[src/hdl/assert_macros.svh]
// Assertion macros used by the turtle grid plotter datapath.
`ifndef ASSERT_MACROS_SVH
`define ASSERT_MACROS_SVH

// Property must hold on every clock edge outside reset.
`define TGP_ASSERT(lbl, prop, msg) \
	lbl: assert property (@(posedge clk) disable iff (!arst_n) prop) else $error(msg);

// Condition must never be true on a clock edge outside reset.
`define TGP_NEVER(lbl, cond, msg) \
	lbl: assert property (@(posedge clk) disable iff (!arst_n) !(cond)) else $error(msg);

`endif

[src/hdl/tgp_pkg.sv]
// Types and constants of the turtle grid plotter.
`timescale 1ns / 1ps
package tgp_pkg;

	localparam int OP_W       = 3;
	localparam int STEP_W     = 6;
	localparam int ROW_NUM_W  = 5;
	localparam int ROW_BITS_W = 32;
	localparam int READ_LIMIT = 32;

	// Command opcodes
	localparam logic [OP_W-1:0] OP_PEN_UP   = 3'd0;
	localparam logic [OP_W-1:0] OP_PEN_DOWN = 3'd1;
	localparam logic [OP_W-1:0] OP_TURN_R   = 3'd2;
	localparam logic [OP_W-1:0] OP_TURN_L   = 3'd3;
	localparam logic [OP_W-1:0] OP_MOVE     = 3'd4;
	localparam logic [OP_W-1:0] OP_READ     = 3'd5;
	localparam logic [OP_W-1:0] OP_CLEAR    = 3'd6;

	// Headings
	localparam logic [1:0] HEAD_UP    = 2'd0;
	localparam logic [1:0] HEAD_RIGHT = 2'd1;
	localparam logic [1:0] HEAD_DOWN  = 2'd2;
	localparam logic [1:0] HEAD_LEFT  = 2'd3;

	typedef enum logic [2:0] {
		ST_IDLE,
		ST_PLAN,
		ST_MARK_RD,
		ST_MARK_WR,
		ST_ROW_RD,
		ST_ROW_EMIT
	} ctrl_state_t;

	// Commands from the controller to the datapath
	typedef struct packed {
		logic take;
		logic plan;
		logic mark_wr;
		logic ro_sel;
		logic ro_load;
	} dp_cmd_t;

	// Status from the datapath to the controller
	typedef struct packed {
		logic mark_none;
		logic mark_last;
		logic ro_last;
		logic out_free;
	} dp_stat_t;

endpackage

[src/hdl/tgp_cmd_if.sv]
// Command channel: opcode and step count with valid/ready handshake.
`timescale 1ns / 1ps
interface tgp_cmd_if;
	import tgp_pkg::*;

	logic                valid;
	logic                ready;
	logic [OP_W-1:0]     opcode;
	logic [STEP_W-1:0]   step_count;

	modport source (output valid, output opcode, output step_count, input ready);
	modport sink (input valid, input opcode, input step_count, output ready);
endinterface

[src/hdl/tgp_row_if.sv]
// Row channel: one grid row word per transaction with valid/ready handshake.
`timescale 1ns / 1ps
interface tgp_row_if;
	import tgp_pkg::*;

	logic                  valid;
	logic                  ready;
	logic [ROW_NUM_W-1:0]  row_number;
	logic [ROW_BITS_W-1:0] row_bits;
	logic                  last_row;

	modport source (output valid, output row_number, output row_bits, output last_row,
		input ready);
	modport sink (input valid, input row_number, input row_bits, input last_row,
		output ready);
endinterface

[src/hdl/turtle_grid_plotter.sv]
// Turtle grid plotter top level: controller plus datapath.
//
// Channels: command (sink) takes one opcode and step count per transaction;
// grid_row (source) gives one row word per transaction during a read out.
// Pen up/down, turns, clear and the unused opcode finish in the accepting
// cycle. A move is planned first; heading up or down, it then does a
// read-modify-write of the grid memory per marked cell (one per row), and
// heading left or right, one masked row update; with nothing to mark, no
// row is written. A read out emits min(GRID_SIZE, 32) rows, top row first;
// each row is a memory read, then a load of the output register, and the
// read of the next row starts only after that load. Commands are taken one
// at a time; the next is taken once the current one has issued its last
// memory access or loaded its last row.
// Reset empties the grid at once through per-row valid bits (no clearing
// pass), parks the turtle at row 0, column 0, heading right, pen up.
// When the receiver stalls, the finished row waits in the output register
// and the read out holds until it is taken.
`timescale 1ns / 1ps
module turtle_grid_plotter #(
	parameter int GRID_SIZE = 32
) (
	input  logic      clk,
	input  logic      arst_n,
	tgp_cmd_if.sink   command,
	tgp_row_if.source grid_row
);
	import tgp_pkg::*;

	dp_cmd_t  dp_cmd;
	dp_stat_t dp_stat;

	tgp_ctrl u_ctrl (
		.clk      (clk),
		.arst_n   (arst_n),
		.in_valid (command.valid),
		.opcode   (command.opcode),
		.dp_stat  (dp_stat),
		.dp_cmd   (dp_cmd)
	);

	tgp_dpath #(
		.GRID_SIZE (GRID_SIZE)
	) u_dpath (
		.clk      (clk),
		.arst_n   (arst_n),
		.command  (command),
		.grid_row (grid_row),
		.dp_cmd   (dp_cmd),
		.dp_stat  (dp_stat)
	);

endmodule

[src/hdl/tgp_ctrl.sv]
// Controller state machine sequencing commands, marking and row read out.
`timescale 1ns / 1ps
module tgp_ctrl (
	input  logic                      clk,
	input  logic                      arst_n,
	input  logic                      in_valid,
	input  logic [tgp_pkg::OP_W-1:0]  opcode,
	input  tgp_pkg::dp_stat_t         dp_stat,
	output tgp_pkg::dp_cmd_t          dp_cmd
);
	import tgp_pkg::*;

	ctrl_state_t state_q;
	ctrl_state_t state_nxt;

	// State register
	always_ff @(posedge clk or negedge arst_n) begin
		if (!arst_n) begin
			state_q <= ST_IDLE;
		end else begin
			state_q <= state_nxt;
		end
	end

	// Next state
	always_comb begin
		state_nxt = state_q;
		unique case (state_q)
			ST_IDLE: begin
				if (in_valid) begin
					if (opcode == OP_MOVE) begin
						state_nxt = ST_PLAN;
					end else if (opcode == OP_READ) begin
						state_nxt = ST_ROW_RD;
					end
				end
			end
			ST_PLAN: begin
				state_nxt = ST_MARK_RD;
			end
			ST_MARK_RD: begin
				state_nxt = dp_stat.mark_none ? ST_IDLE : ST_MARK_WR;
			end
			ST_MARK_WR: begin
				state_nxt = dp_stat.mark_last ? ST_IDLE : ST_MARK_RD;
			end
			ST_ROW_RD: begin
				state_nxt = ST_ROW_EMIT;
			end
			ST_ROW_EMIT: begin
				if (dp_stat.out_free) begin
					state_nxt = dp_stat.ro_last ? ST_IDLE : ST_ROW_RD;
				end
			end
			default: begin
				state_nxt = ST_IDLE;
			end
		endcase
	end

	// Outputs; keep the read out row addressed while waiting for the output register
	always_comb begin
		dp_cmd = '0;
		unique case (state_q)
			ST_IDLE:     dp_cmd.take    = 1'b1;
			ST_PLAN:     dp_cmd.plan    = 1'b1;
			ST_MARK_RD:  dp_cmd.mark_wr = 1'b0;
			ST_MARK_WR:  dp_cmd.mark_wr = 1'b1;
			ST_ROW_RD:   dp_cmd.ro_sel  = 1'b1;
			ST_ROW_EMIT: begin
				dp_cmd.ro_sel  = 1'b1;
				dp_cmd.ro_load = dp_stat.out_free;
			end
			default:     dp_cmd = '0;
		endcase
	end

endmodule

[src/hdl/tgp_dpath.sv]
// Datapath: turtle state, grid memory, move planning and read out register.
`timescale 1ns / 1ps
`include "assert_macros.svh"
module tgp_dpath #(
	parameter int GRID_SIZE = 32
) (
	input  logic              clk,
	input  logic              arst_n,
	tgp_cmd_if.sink           command,
	tgp_row_if.source         grid_row,
	input  tgp_pkg::dp_cmd_t  dp_cmd,
	output tgp_pkg::dp_stat_t dp_stat
);
	import tgp_pkg::*;

	localparam int CW  = $clog2(GRID_SIZE);
	localparam int NRO = (GRID_SIZE < READ_LIMIT) ? GRID_SIZE : READ_LIMIT;
	localparam int XW  = ((CW > STEP_W) ? CW : STEP_W) + 2;
	localparam logic [CW-1:0] TOP = CW'(GRID_SIZE - 1);

	// Turtle state
	logic [CW-1:0]        row_q;
	logic [CW-1:0]        col_q;
	logic [1:0]           heading_q;
	logic                 pen_up_q;
	logic [STEP_W-1:0]    step_q;

	// Marking work registers
	logic [CW-1:0]        mark_row_q;
	logic [GRID_SIZE-1:0] mark_mask_q;
	logic [STEP_W-1:0]    left_q;
	logic                 mark_fwd_q;

	// Grid memory with per-row valid bits
	logic [GRID_SIZE-1:0] grid_mem [GRID_SIZE];
	logic [GRID_SIZE-1:0] row_vld_q;
	logic [GRID_SIZE-1:0] rd_data_q;
	logic                 rd_vld_q;
	logic [CW-1:0]        rd_addr;
	logic [GRID_SIZE-1:0] rd_row;

	// Read out
	logic [ROW_NUM_W-1:0]    ro_row_q;
	logic [CW+ROW_NUM_W-1:0] ro_addr_x;
	logic [CW-1:0]           ro_addr;
	logic [ROW_BITS_W-1:0]   vis_bits;
	logic                    out_valid_q;
	logic [ROW_NUM_W-1:0]    out_row_q;
	logic [ROW_BITS_W-1:0]   out_bits_q;
	logic                    out_last_q;

	// Move planning
	logic                 accept;
	logic                 vertical;
	logic                 forward;
	logic [CW-1:0]        pos;
	logic [XW-1:0]        pos_x;
	logic [XW-1:0]        d_x;
	logic [XW-1:0]        top_x;
	logic [XW-1:0]        room_x;
	logic [XW-1:0]        cells_x;
	logic [XW-1:0]        lo_x;
	logic [CW-1:0]        new_pos;
	logic [GRID_SIZE-1:0] ones;
	logic [GRID_SIZE-1:0] span_mask;
	logic [STEP_W-1:0]    mark_n;

	assign command.ready = dp_cmd.take;
	assign accept        = command.valid && dp_cmd.take;

	// Plan a move: cells to mark, span mask and clamped end position
	always_comb begin
		vertical = (heading_q == HEAD_UP) || (heading_q == HEAD_DOWN);
		forward  = (heading_q == HEAD_RIGHT) || (heading_q == HEAD_DOWN);
		pos      = vertical ? row_q : col_q;
		pos_x    = XW'(pos);
		d_x      = XW'(step_q);
		top_x    = XW'(GRID_SIZE - 1);
		room_x   = forward ? (top_x - pos_x + XW'(1)) : (pos_x + XW'(1));
		cells_x  = (d_x < room_x) ? d_x : room_x;
		if (forward) begin
			new_pos = (d_x >= top_x - pos_x) ? TOP : CW'(pos_x + d_x);
			lo_x    = pos_x;
		end else begin
			new_pos = (d_x >= pos_x) ? '0 : CW'(pos_x - d_x);
			lo_x    = pos_x - cells_x + XW'(1);
		end
		ones      = ~({GRID_SIZE{1'b1}} << cells_x);
		span_mask = ones << lo_x;
		mark_n    = pen_up_q ? '0 : STEP_W'(cells_x);
	end

	// Turtle state, marking control, valid bits
	always_ff @(posedge clk or negedge arst_n) begin
		if (!arst_n) begin
			row_q     <= '0;
			col_q     <= '0;
			heading_q <= HEAD_RIGHT;
			pen_up_q  <= 1'b1;
			left_q    <= '0;
			row_vld_q <= '0;
			ro_row_q  <= '0;
		end else begin
			if (accept) begin
				case (command.opcode)
					OP_PEN_UP:   pen_up_q  <= 1'b1;
					OP_PEN_DOWN: pen_up_q  <= 1'b0;
					OP_TURN_R:   heading_q <= heading_q + 2'd1;
					OP_TURN_L:   heading_q <= heading_q + 2'd3;
					OP_READ:     ro_row_q  <= '0;
					OP_CLEAR:    row_vld_q <= '0;
					default:     ;
				endcase
			end
			if (dp_cmd.plan) begin
				if (vertical) begin
					row_q  <= new_pos;
					left_q <= mark_n;
				end else begin
					col_q  <= new_pos;
					left_q <= (mark_n != '0) ? STEP_W'(1) : '0;
				end
			end
			if (dp_cmd.mark_wr) begin
				left_q                <= left_q - STEP_W'(1);
				row_vld_q[mark_row_q] <= 1'b1;
			end
			if (dp_cmd.ro_load) begin
				ro_row_q <= ro_row_q + ROW_NUM_W'(1);
			end
		end
	end

	// Hold step count and marking work registers
	always_ff @(posedge clk) begin
		if (accept) begin
			step_q <= command.step_count;
		end
		if (dp_cmd.plan) begin
			mark_row_q  <= row_q;
			mark_fwd_q  <= forward;
			mark_mask_q <= vertical ? (GRID_SIZE'(1) << col_q) : span_mask;
		end else if (dp_cmd.mark_wr) begin
			mark_row_q <= mark_fwd_q ? (mark_row_q + CW'(1)) : (mark_row_q - CW'(1));
		end
	end

	// Grid memory: one read port, one write port, registered read
	assign ro_addr_x = {{CW{1'b0}}, ro_row_q};
	assign ro_addr   = ro_addr_x[CW-1:0];
	assign rd_addr   = dp_cmd.ro_sel ? ro_addr : mark_row_q;
	assign rd_row    = rd_vld_q ? rd_data_q : '0;

	always_ff @(posedge clk) begin
		rd_data_q <= grid_mem[rd_addr];
		rd_vld_q  <= row_vld_q[rd_addr];
		if (dp_cmd.mark_wr) begin
			grid_mem[mark_row_q] <= rd_row | mark_mask_q;
		end
	end

	// Visible columns of the row being read out
	for (genvar j = 0; j < ROW_BITS_W; j++) begin : g_vis
		if (j < GRID_SIZE) begin : g_col
			assign vis_bits[j] = rd_row[j];
		end else begin : g_pad
			assign vis_bits[j] = 1'b0;
		end
	end

	// Output register
	always_ff @(posedge clk or negedge arst_n) begin
		if (!arst_n) begin
			out_valid_q <= 1'b0;
		end else if (dp_cmd.ro_load) begin
			out_valid_q <= 1'b1;
		end else if (grid_row.ready) begin
			out_valid_q <= 1'b0;
		end
	end

	always_ff @(posedge clk) begin
		if (dp_cmd.ro_load) begin
			out_row_q  <= ro_row_q;
			out_bits_q <= vis_bits;
			out_last_q <= dp_stat.ro_last;
		end
	end

	assign grid_row.valid      = out_valid_q;
	assign grid_row.row_number = out_row_q;
	assign grid_row.row_bits   = out_bits_q;
	assign grid_row.last_row   = out_last_q;

	// Status to controller
	assign dp_stat.mark_none = (left_q == '0);
	assign dp_stat.mark_last = (left_q == STEP_W'(1));
	assign dp_stat.ro_last   = (ro_row_q == ROW_NUM_W'(NRO - 1));
	assign dp_stat.out_free  = !out_valid_q || grid_row.ready;

	`TGP_ASSERT(a_row_in_grid, row_q <= TOP, "turtle row outside grid")
	`TGP_ASSERT(a_col_in_grid, col_q <= TOP, "turtle column outside grid")
	`TGP_ASSERT(a_mark_in_grid, dp_cmd.mark_wr |-> mark_row_q <= TOP, "mark row outside grid")
	`TGP_NEVER(a_no_overwrite, dp_cmd.ro_load && out_valid_q && !grid_row.ready, "row lost")
	`TGP_ASSERT(a_last_number, out_valid_q && out_last_q |-> out_row_q == ROW_NUM_W'(NRO - 1), "last row misnumbered")

endmodule

[src/flat_wrapper.sv]
// flat-port wrapper written by rule: the top's interface ports become plain ports
module turtle_grid_plotter_flat import tgp_pkg::*;
#(
	parameter int GRID_SIZE = 32
)
  (clk, arst_n, command_valid, command_opcode, command_step_count, command_ready, grid_row_valid, grid_row_row_number, grid_row_row_bits, grid_row_last_row, grid_row_ready);
  tgp_cmd_if command_i ();
  tgp_row_if grid_row_i ();
  input  logic clk;
  input  logic arst_n;
  input wire logic [$bits(command_i.valid)-1:0] command_valid;
  input wire logic [$bits(command_i.opcode)-1:0] command_opcode;
  input wire logic [$bits(command_i.step_count)-1:0] command_step_count;
  output wire logic [$bits(command_i.ready)-1:0] command_ready;
  output wire logic [$bits(grid_row_i.valid)-1:0] grid_row_valid;
  output wire logic [$bits(grid_row_i.row_number)-1:0] grid_row_row_number;
  output wire logic [$bits(grid_row_i.row_bits)-1:0] grid_row_row_bits;
  output wire logic [$bits(grid_row_i.last_row)-1:0] grid_row_last_row;
  input wire logic [$bits(grid_row_i.ready)-1:0] grid_row_ready;
  assign command_i.valid = command_valid;
  assign command_i.opcode = command_opcode;
  assign command_i.step_count = command_step_count;
  assign command_ready = command_i.ready;
  assign grid_row_valid = grid_row_i.valid;
  assign grid_row_row_number = grid_row_i.row_number;
  assign grid_row_row_bits = grid_row_i.row_bits;
  assign grid_row_last_row = grid_row_i.last_row;
  assign grid_row_i.ready = grid_row_ready;
  turtle_grid_plotter #(.GRID_SIZE(GRID_SIZE)) u_core (.clk(clk), .arst_n(arst_n), .command(command_i), .grid_row(grid_row_i));
endmodule
[config.mk]
export PLATFORM = sky130hd
export DESIGN_NAME = turtle_grid_plotter_flat
export DESIGN_NICKNAME = d
export VERILOG_FILES = /design/src/hdl/tgp_pkg.sv /design/src/hdl/tgp_cmd_if.sv /design/src/hdl/tgp_row_if.sv /design/src/hdl/turtle_grid_plotter.sv /design/src/hdl/tgp_ctrl.sv /design/src/hdl/tgp_dpath.sv /design/src/flat_wrapper.sv
export VERILOG_INCLUDE_DIRS = /design/src /design/src/hdl
export SDC_FILE = /design/constraint.sdc
export NUM_CORES = 2
export LEC_CHECK = 0
export ABC_AREA = 1
export BUFFER_PORTS_ARGS = -buffer_cell sky130_fd_sc_hd__buf_2
export CAP_MARGIN = 10
export CORE_MARGIN = 10
export CORE_UTILIZATION = 50
export CTS_CLUSTER_DIAMETER = 40
export CTS_CLUSTER_SIZE = 16
export DETAILED_ROUTE_END_ITERATION = 10
export PLACE_DENSITY = 0.65
export SLEW_MARGIN = 30
export SYNTH_ARGS = -nofsm -noshare
export SYNTH_HDL_FRONTEND = slang
export SYNTH_SLANG_ARGS = --single-unit
[constraint.sdc]
create_clock -name clk -period 10.6 [get_ports clk]
set_clock_uncertainty 0.05 [all_clocks]
set_input_delay 1.06 -clock clk [delete_from_list [all_inputs] [get_ports clk]]
set_output_delay 1.06 -clock clk [all_outputs]
set_load 0.005 [all_outputs]
==> results.tsv <==
stage	metric	value	unit
setup_path	max incr delay on CP	830	ps
cts	Num CTS Buffers	138	
drt	drt pass-1 iters	6	
logic_synthesis	register bit total from synthesis	1199	
cts	clock-pin slew on the worst setup and hold paths	60	ps
die	core area	98900	µm²
setup_path	worst-case reg-to-reg path depth	24	
sta	worst hold margin	432	ps
drt	final WL	148000	µm
cts	# clock sinks	1199	
die	Die Span Y	336	µm
finish	most common cell after layout, fill and taps aside	edfxtp_1	
setup_path	required time worst endpoint	11160	ps
cts	Max Root-Sink Buffers	3	
grt	vias in the first global route	32700	
status	status	completed	
finish	fin util	57.3	%
logic_synthesis	EDFF count, synth	1106	
setup_path	Worst R2R End	u_core.u_dpath.mark_mask_q[24]	
logic_synthesis	Synth async-reset ratio	5.00	%
logic_synthesis	Cell Area, Synth	50000	µm²
sta	Worst slew margin	27.3	%
cts	cts repair resizes	0	
logic_synthesis	Synth Instances	4095	
cts	CTS tree	built	
drt	# DRC	0	
finish	area delta synth->final	13.3	%
sta	Final Cycle Share	69.7	%
sta	Worst Max-Slew Pin Slew	1090	ps
sta	# setup viols final	0	
placed_design	gp weighted congestion	0.968	
cts	CTS Hold Bufs	0	
setup_path	WS Path Type	reg2reg	
placed_design	dpl ws	3440	ps
cts	Root Driver	clkbuf_16	
sta	final setup margin	3210	ps
setup_path	critical path's most frequent cell	nand3_1	
sta	setup total negative slack	0	ps
sta	min Tclk post-route	7390	ps
logic_synthesis	Synth cell types	57	
drt	DR WL/cell	27.0	µm
drt	DRT met1 WL	60400	µm
die	I/O pins	53	
setup_path	Critical Path Stages	24	
setup_path	R2R Path Start	u_core.u_dpath.heading_q[0]	
drt	met3 routed WL	14700	µm
drt	DRT antenna net count	0	
setup_path	flop-to-flop setup slack	3210	ps
drt	vias	34600	
drt	DR vias/cell	6.30	
setup_path	peak fanout along the critical path	17	
setup_path	crit path buf inv count	6	
finish	layout cells sized above 1	11.8	%
die	Initial Util	50.6	%
grt	GRT Residual Overflow	0	
sta	number of hold violations in the final report	0	
cts	Skew-Pair Late Insertion Delay	760	ps
grt	first-pass GRT wire length	217000	µm
die	num rows	115	
logic_synthesis	sequential fraction of the synthesis area	70.7	%
placed_design	Port Buf Inserts	52	
sta	fmax	0.135	GHz
grt	largest net degree at the start of global routing	193	
die	die area	113000	µm²
min_path	Hold WC Path Type	in2async	
die	Die W	336	µm
grt	global router's overall resource usage	25.9	%
flow_run	Max-cap violations	0	
setup_path	CP arrival	7950	ps
logic_synthesis	Most used DFF post-synth	edfxtp_1	
finish	Nets	4143	
setup_path	Worst setup SP type	flop	
drt	top sig layer	met5	
drt	DR WL met2	67100	µm
grt	antenna violations before repair	9	
finish	most frequent cells in the layout	1106 x edfxtp_1, 581 x nor2_1, 579 x o21ai_0	
setup_path	largest delay contributor family on the critical path	simple AND/OR/NAND/NOR gates	
setup_path	slowest cell on the critical path	nor2_1	
setup_path	critical path endpoint category	flop	
logic_synthesis	Synth Area per Inst	12.2	µm²
drt	DRT iter0 DRCs	4094	
sta	RSZ-0062 raised after global routing	no	
setup_path	Crit. Startpoint	u_core.u_dpath.heading_q[0]	
logic_synthesis	YS warnings	0	
logic_synthesis	Synthesized Nets	4152	
cts	H-tree Lvls	4	
placed_design	Final HPWL DP	73600	µm
cts	Post-CTS Repair Setup Buffers	0	
sta	max-slew violation count	0	
setup_path	Critical Path, Cell by Cell	inv_4, ha_1, inv_1, nand3_1, nor3_1, a31oi_1, inv_1, ha_1, inv_1, a21oi_1, nand2_2, nand2_1, nand2_1, ha_1, inv_1, ha_1, nand3_1, nand3_1, xor2_1, a21oi_2, clkinv_1, nor2_1, nand3_1, nand3_1	
==> sequential cells by signal (all words and copies together) (netlist names) <==
name	flops
u_core.u_dpath.row_q	5
u_core.u_dpath.grid_row.valid	1
u_core.u_dpath.step_q	6
u_core.u_dpath.mark_mask_q	32
u_core.u_dpath.mark_row_q	5
u_core.u_ctrl.state_q	3
u_core.u_dpath.heading_q	2
u_core.u_dpath.pen_up_q	1
u_core.u_dpath.mark_fwd_q	1
u_core.u_dpath.grid_mem	1024
u_core.u_dpath.rd_vld_q	1
u_core.u_dpath.left_q	6
u_core.u_dpath.col_q	5
u_core.u_dpath.grid_row.last_row	1
u_core.u_dpath.ro_addr	5
u_core.u_dpath.row_vld_q	32
u_core.u_dpath.rd_data_q	32
u_core.u_dpath.grid_row.row_bits	32
u_core.u_dpath.grid_row.row_number	5
==> cell usage after synthesis, types with 40 or more instances <==
| master | instances | area [µm²] |
|---|---|---|
| edfxtp_1 | 1106 | 33200 |
| nor2_1 | 616 | 2310 |
| o21ai_0 | 581 | 2910 |
| nand2_1 | 323 | 1210 |
| nand3_1 | 284 | 1420 |
| clkbuf_1 | 245 | 920 |
| o221ai_1 | 198 | 1730 |
| inv_1 | 160 | 601 |
| o22ai_1 | 93 | 582 |
| a31oi_1 | 63 | 394 |
| dfrtp_1 | 58 | 1450 |
| o211ai_1 | 52 | 390 |
| a21oi_1 | 45 | 225 |
| ha_1 | 40 | 500 |
==> how the worst max path moves through the flow <==
stage / endpoint / slack, ps
3_3_place_gp: u_core.u_dpath.mark_mask_q[5] / 3420
6_report: u_core.u_dpath.mark_mask_q[24] / 3210
4_1_cts: u_core.u_dpath.mark_mask_q[19] / 3420
5_1_grt: u_core.u_dpath.mark_mask_q[19] / 2630
2_1_floorplan: u_core.u_dpath.mark_mask_q[6] / 5090
3_5_place_dp: u_core.u_dpath.mark_mask_q[25] / 3440
==> worst register-to-register path, cell delays in order (launching register included) <==
cell and delay [ps]:
dfstp_2 710, inv_4 90, ha_1 700, inv_1 360
nand3_1 230, nor3_1 60, a31oi_1 210, inv_1 70
ha_1 290, inv_1 40, a21oi_1 590, nand2_2 290
nand2_1 120, nand2_1 180, ha_1 300, inv_1 70
ha_1 220, nand3_1 80, nand3_1 100, xor2_1 170
a21oi_2 660, clkinv_1 560, nor2_1 830, nand3_1 170
nand3_1 130
==> routing by layer <==
metal	up-vias	global-route usage, %
li1	15200	-
met4	2	10.8
met3	351	5.41
met1	17200	35.8
met5	-	0
met2	1831	39.8
==> final cells by class <==
type	count	area, µm²
fill	7813	42200
sequential	1199	35400
multi-input combinational	2453	13300
clock buffer	155	3580
tap	1287	1610
clock inverter	103	1280
timing repair buffer	123	851
inverter	171	671
antenna	4	10.0
==> metrics by stage <==
| step | instances | cell area [µm²] |
|---|---|---|
| floorplan | 4095 | 50000 |
| global placement | 5233 | 51800 |
| detailed placement | 5233 | 51800 |
| CTS | 5491 | 56600 |
| global route | 5491 | 56600 |
| finish | 5495 | 56700 |
==> cells by family after synthesis <==
group	after synthesis	synth area share, %
AOI/OAI and AO/OA	1080	13.2
xor gates and xnor gates	18	0.330
adders and majority gates	44	1.16
buffers and inverters	443	3.41
DFF	1199	70.7
muxes	1	0.0225
and+or+nand+nor	1310	11.1
Power is not shown: default switching activity piles up to over one toggle a cycle in this logic, so the estimate is an artifact.
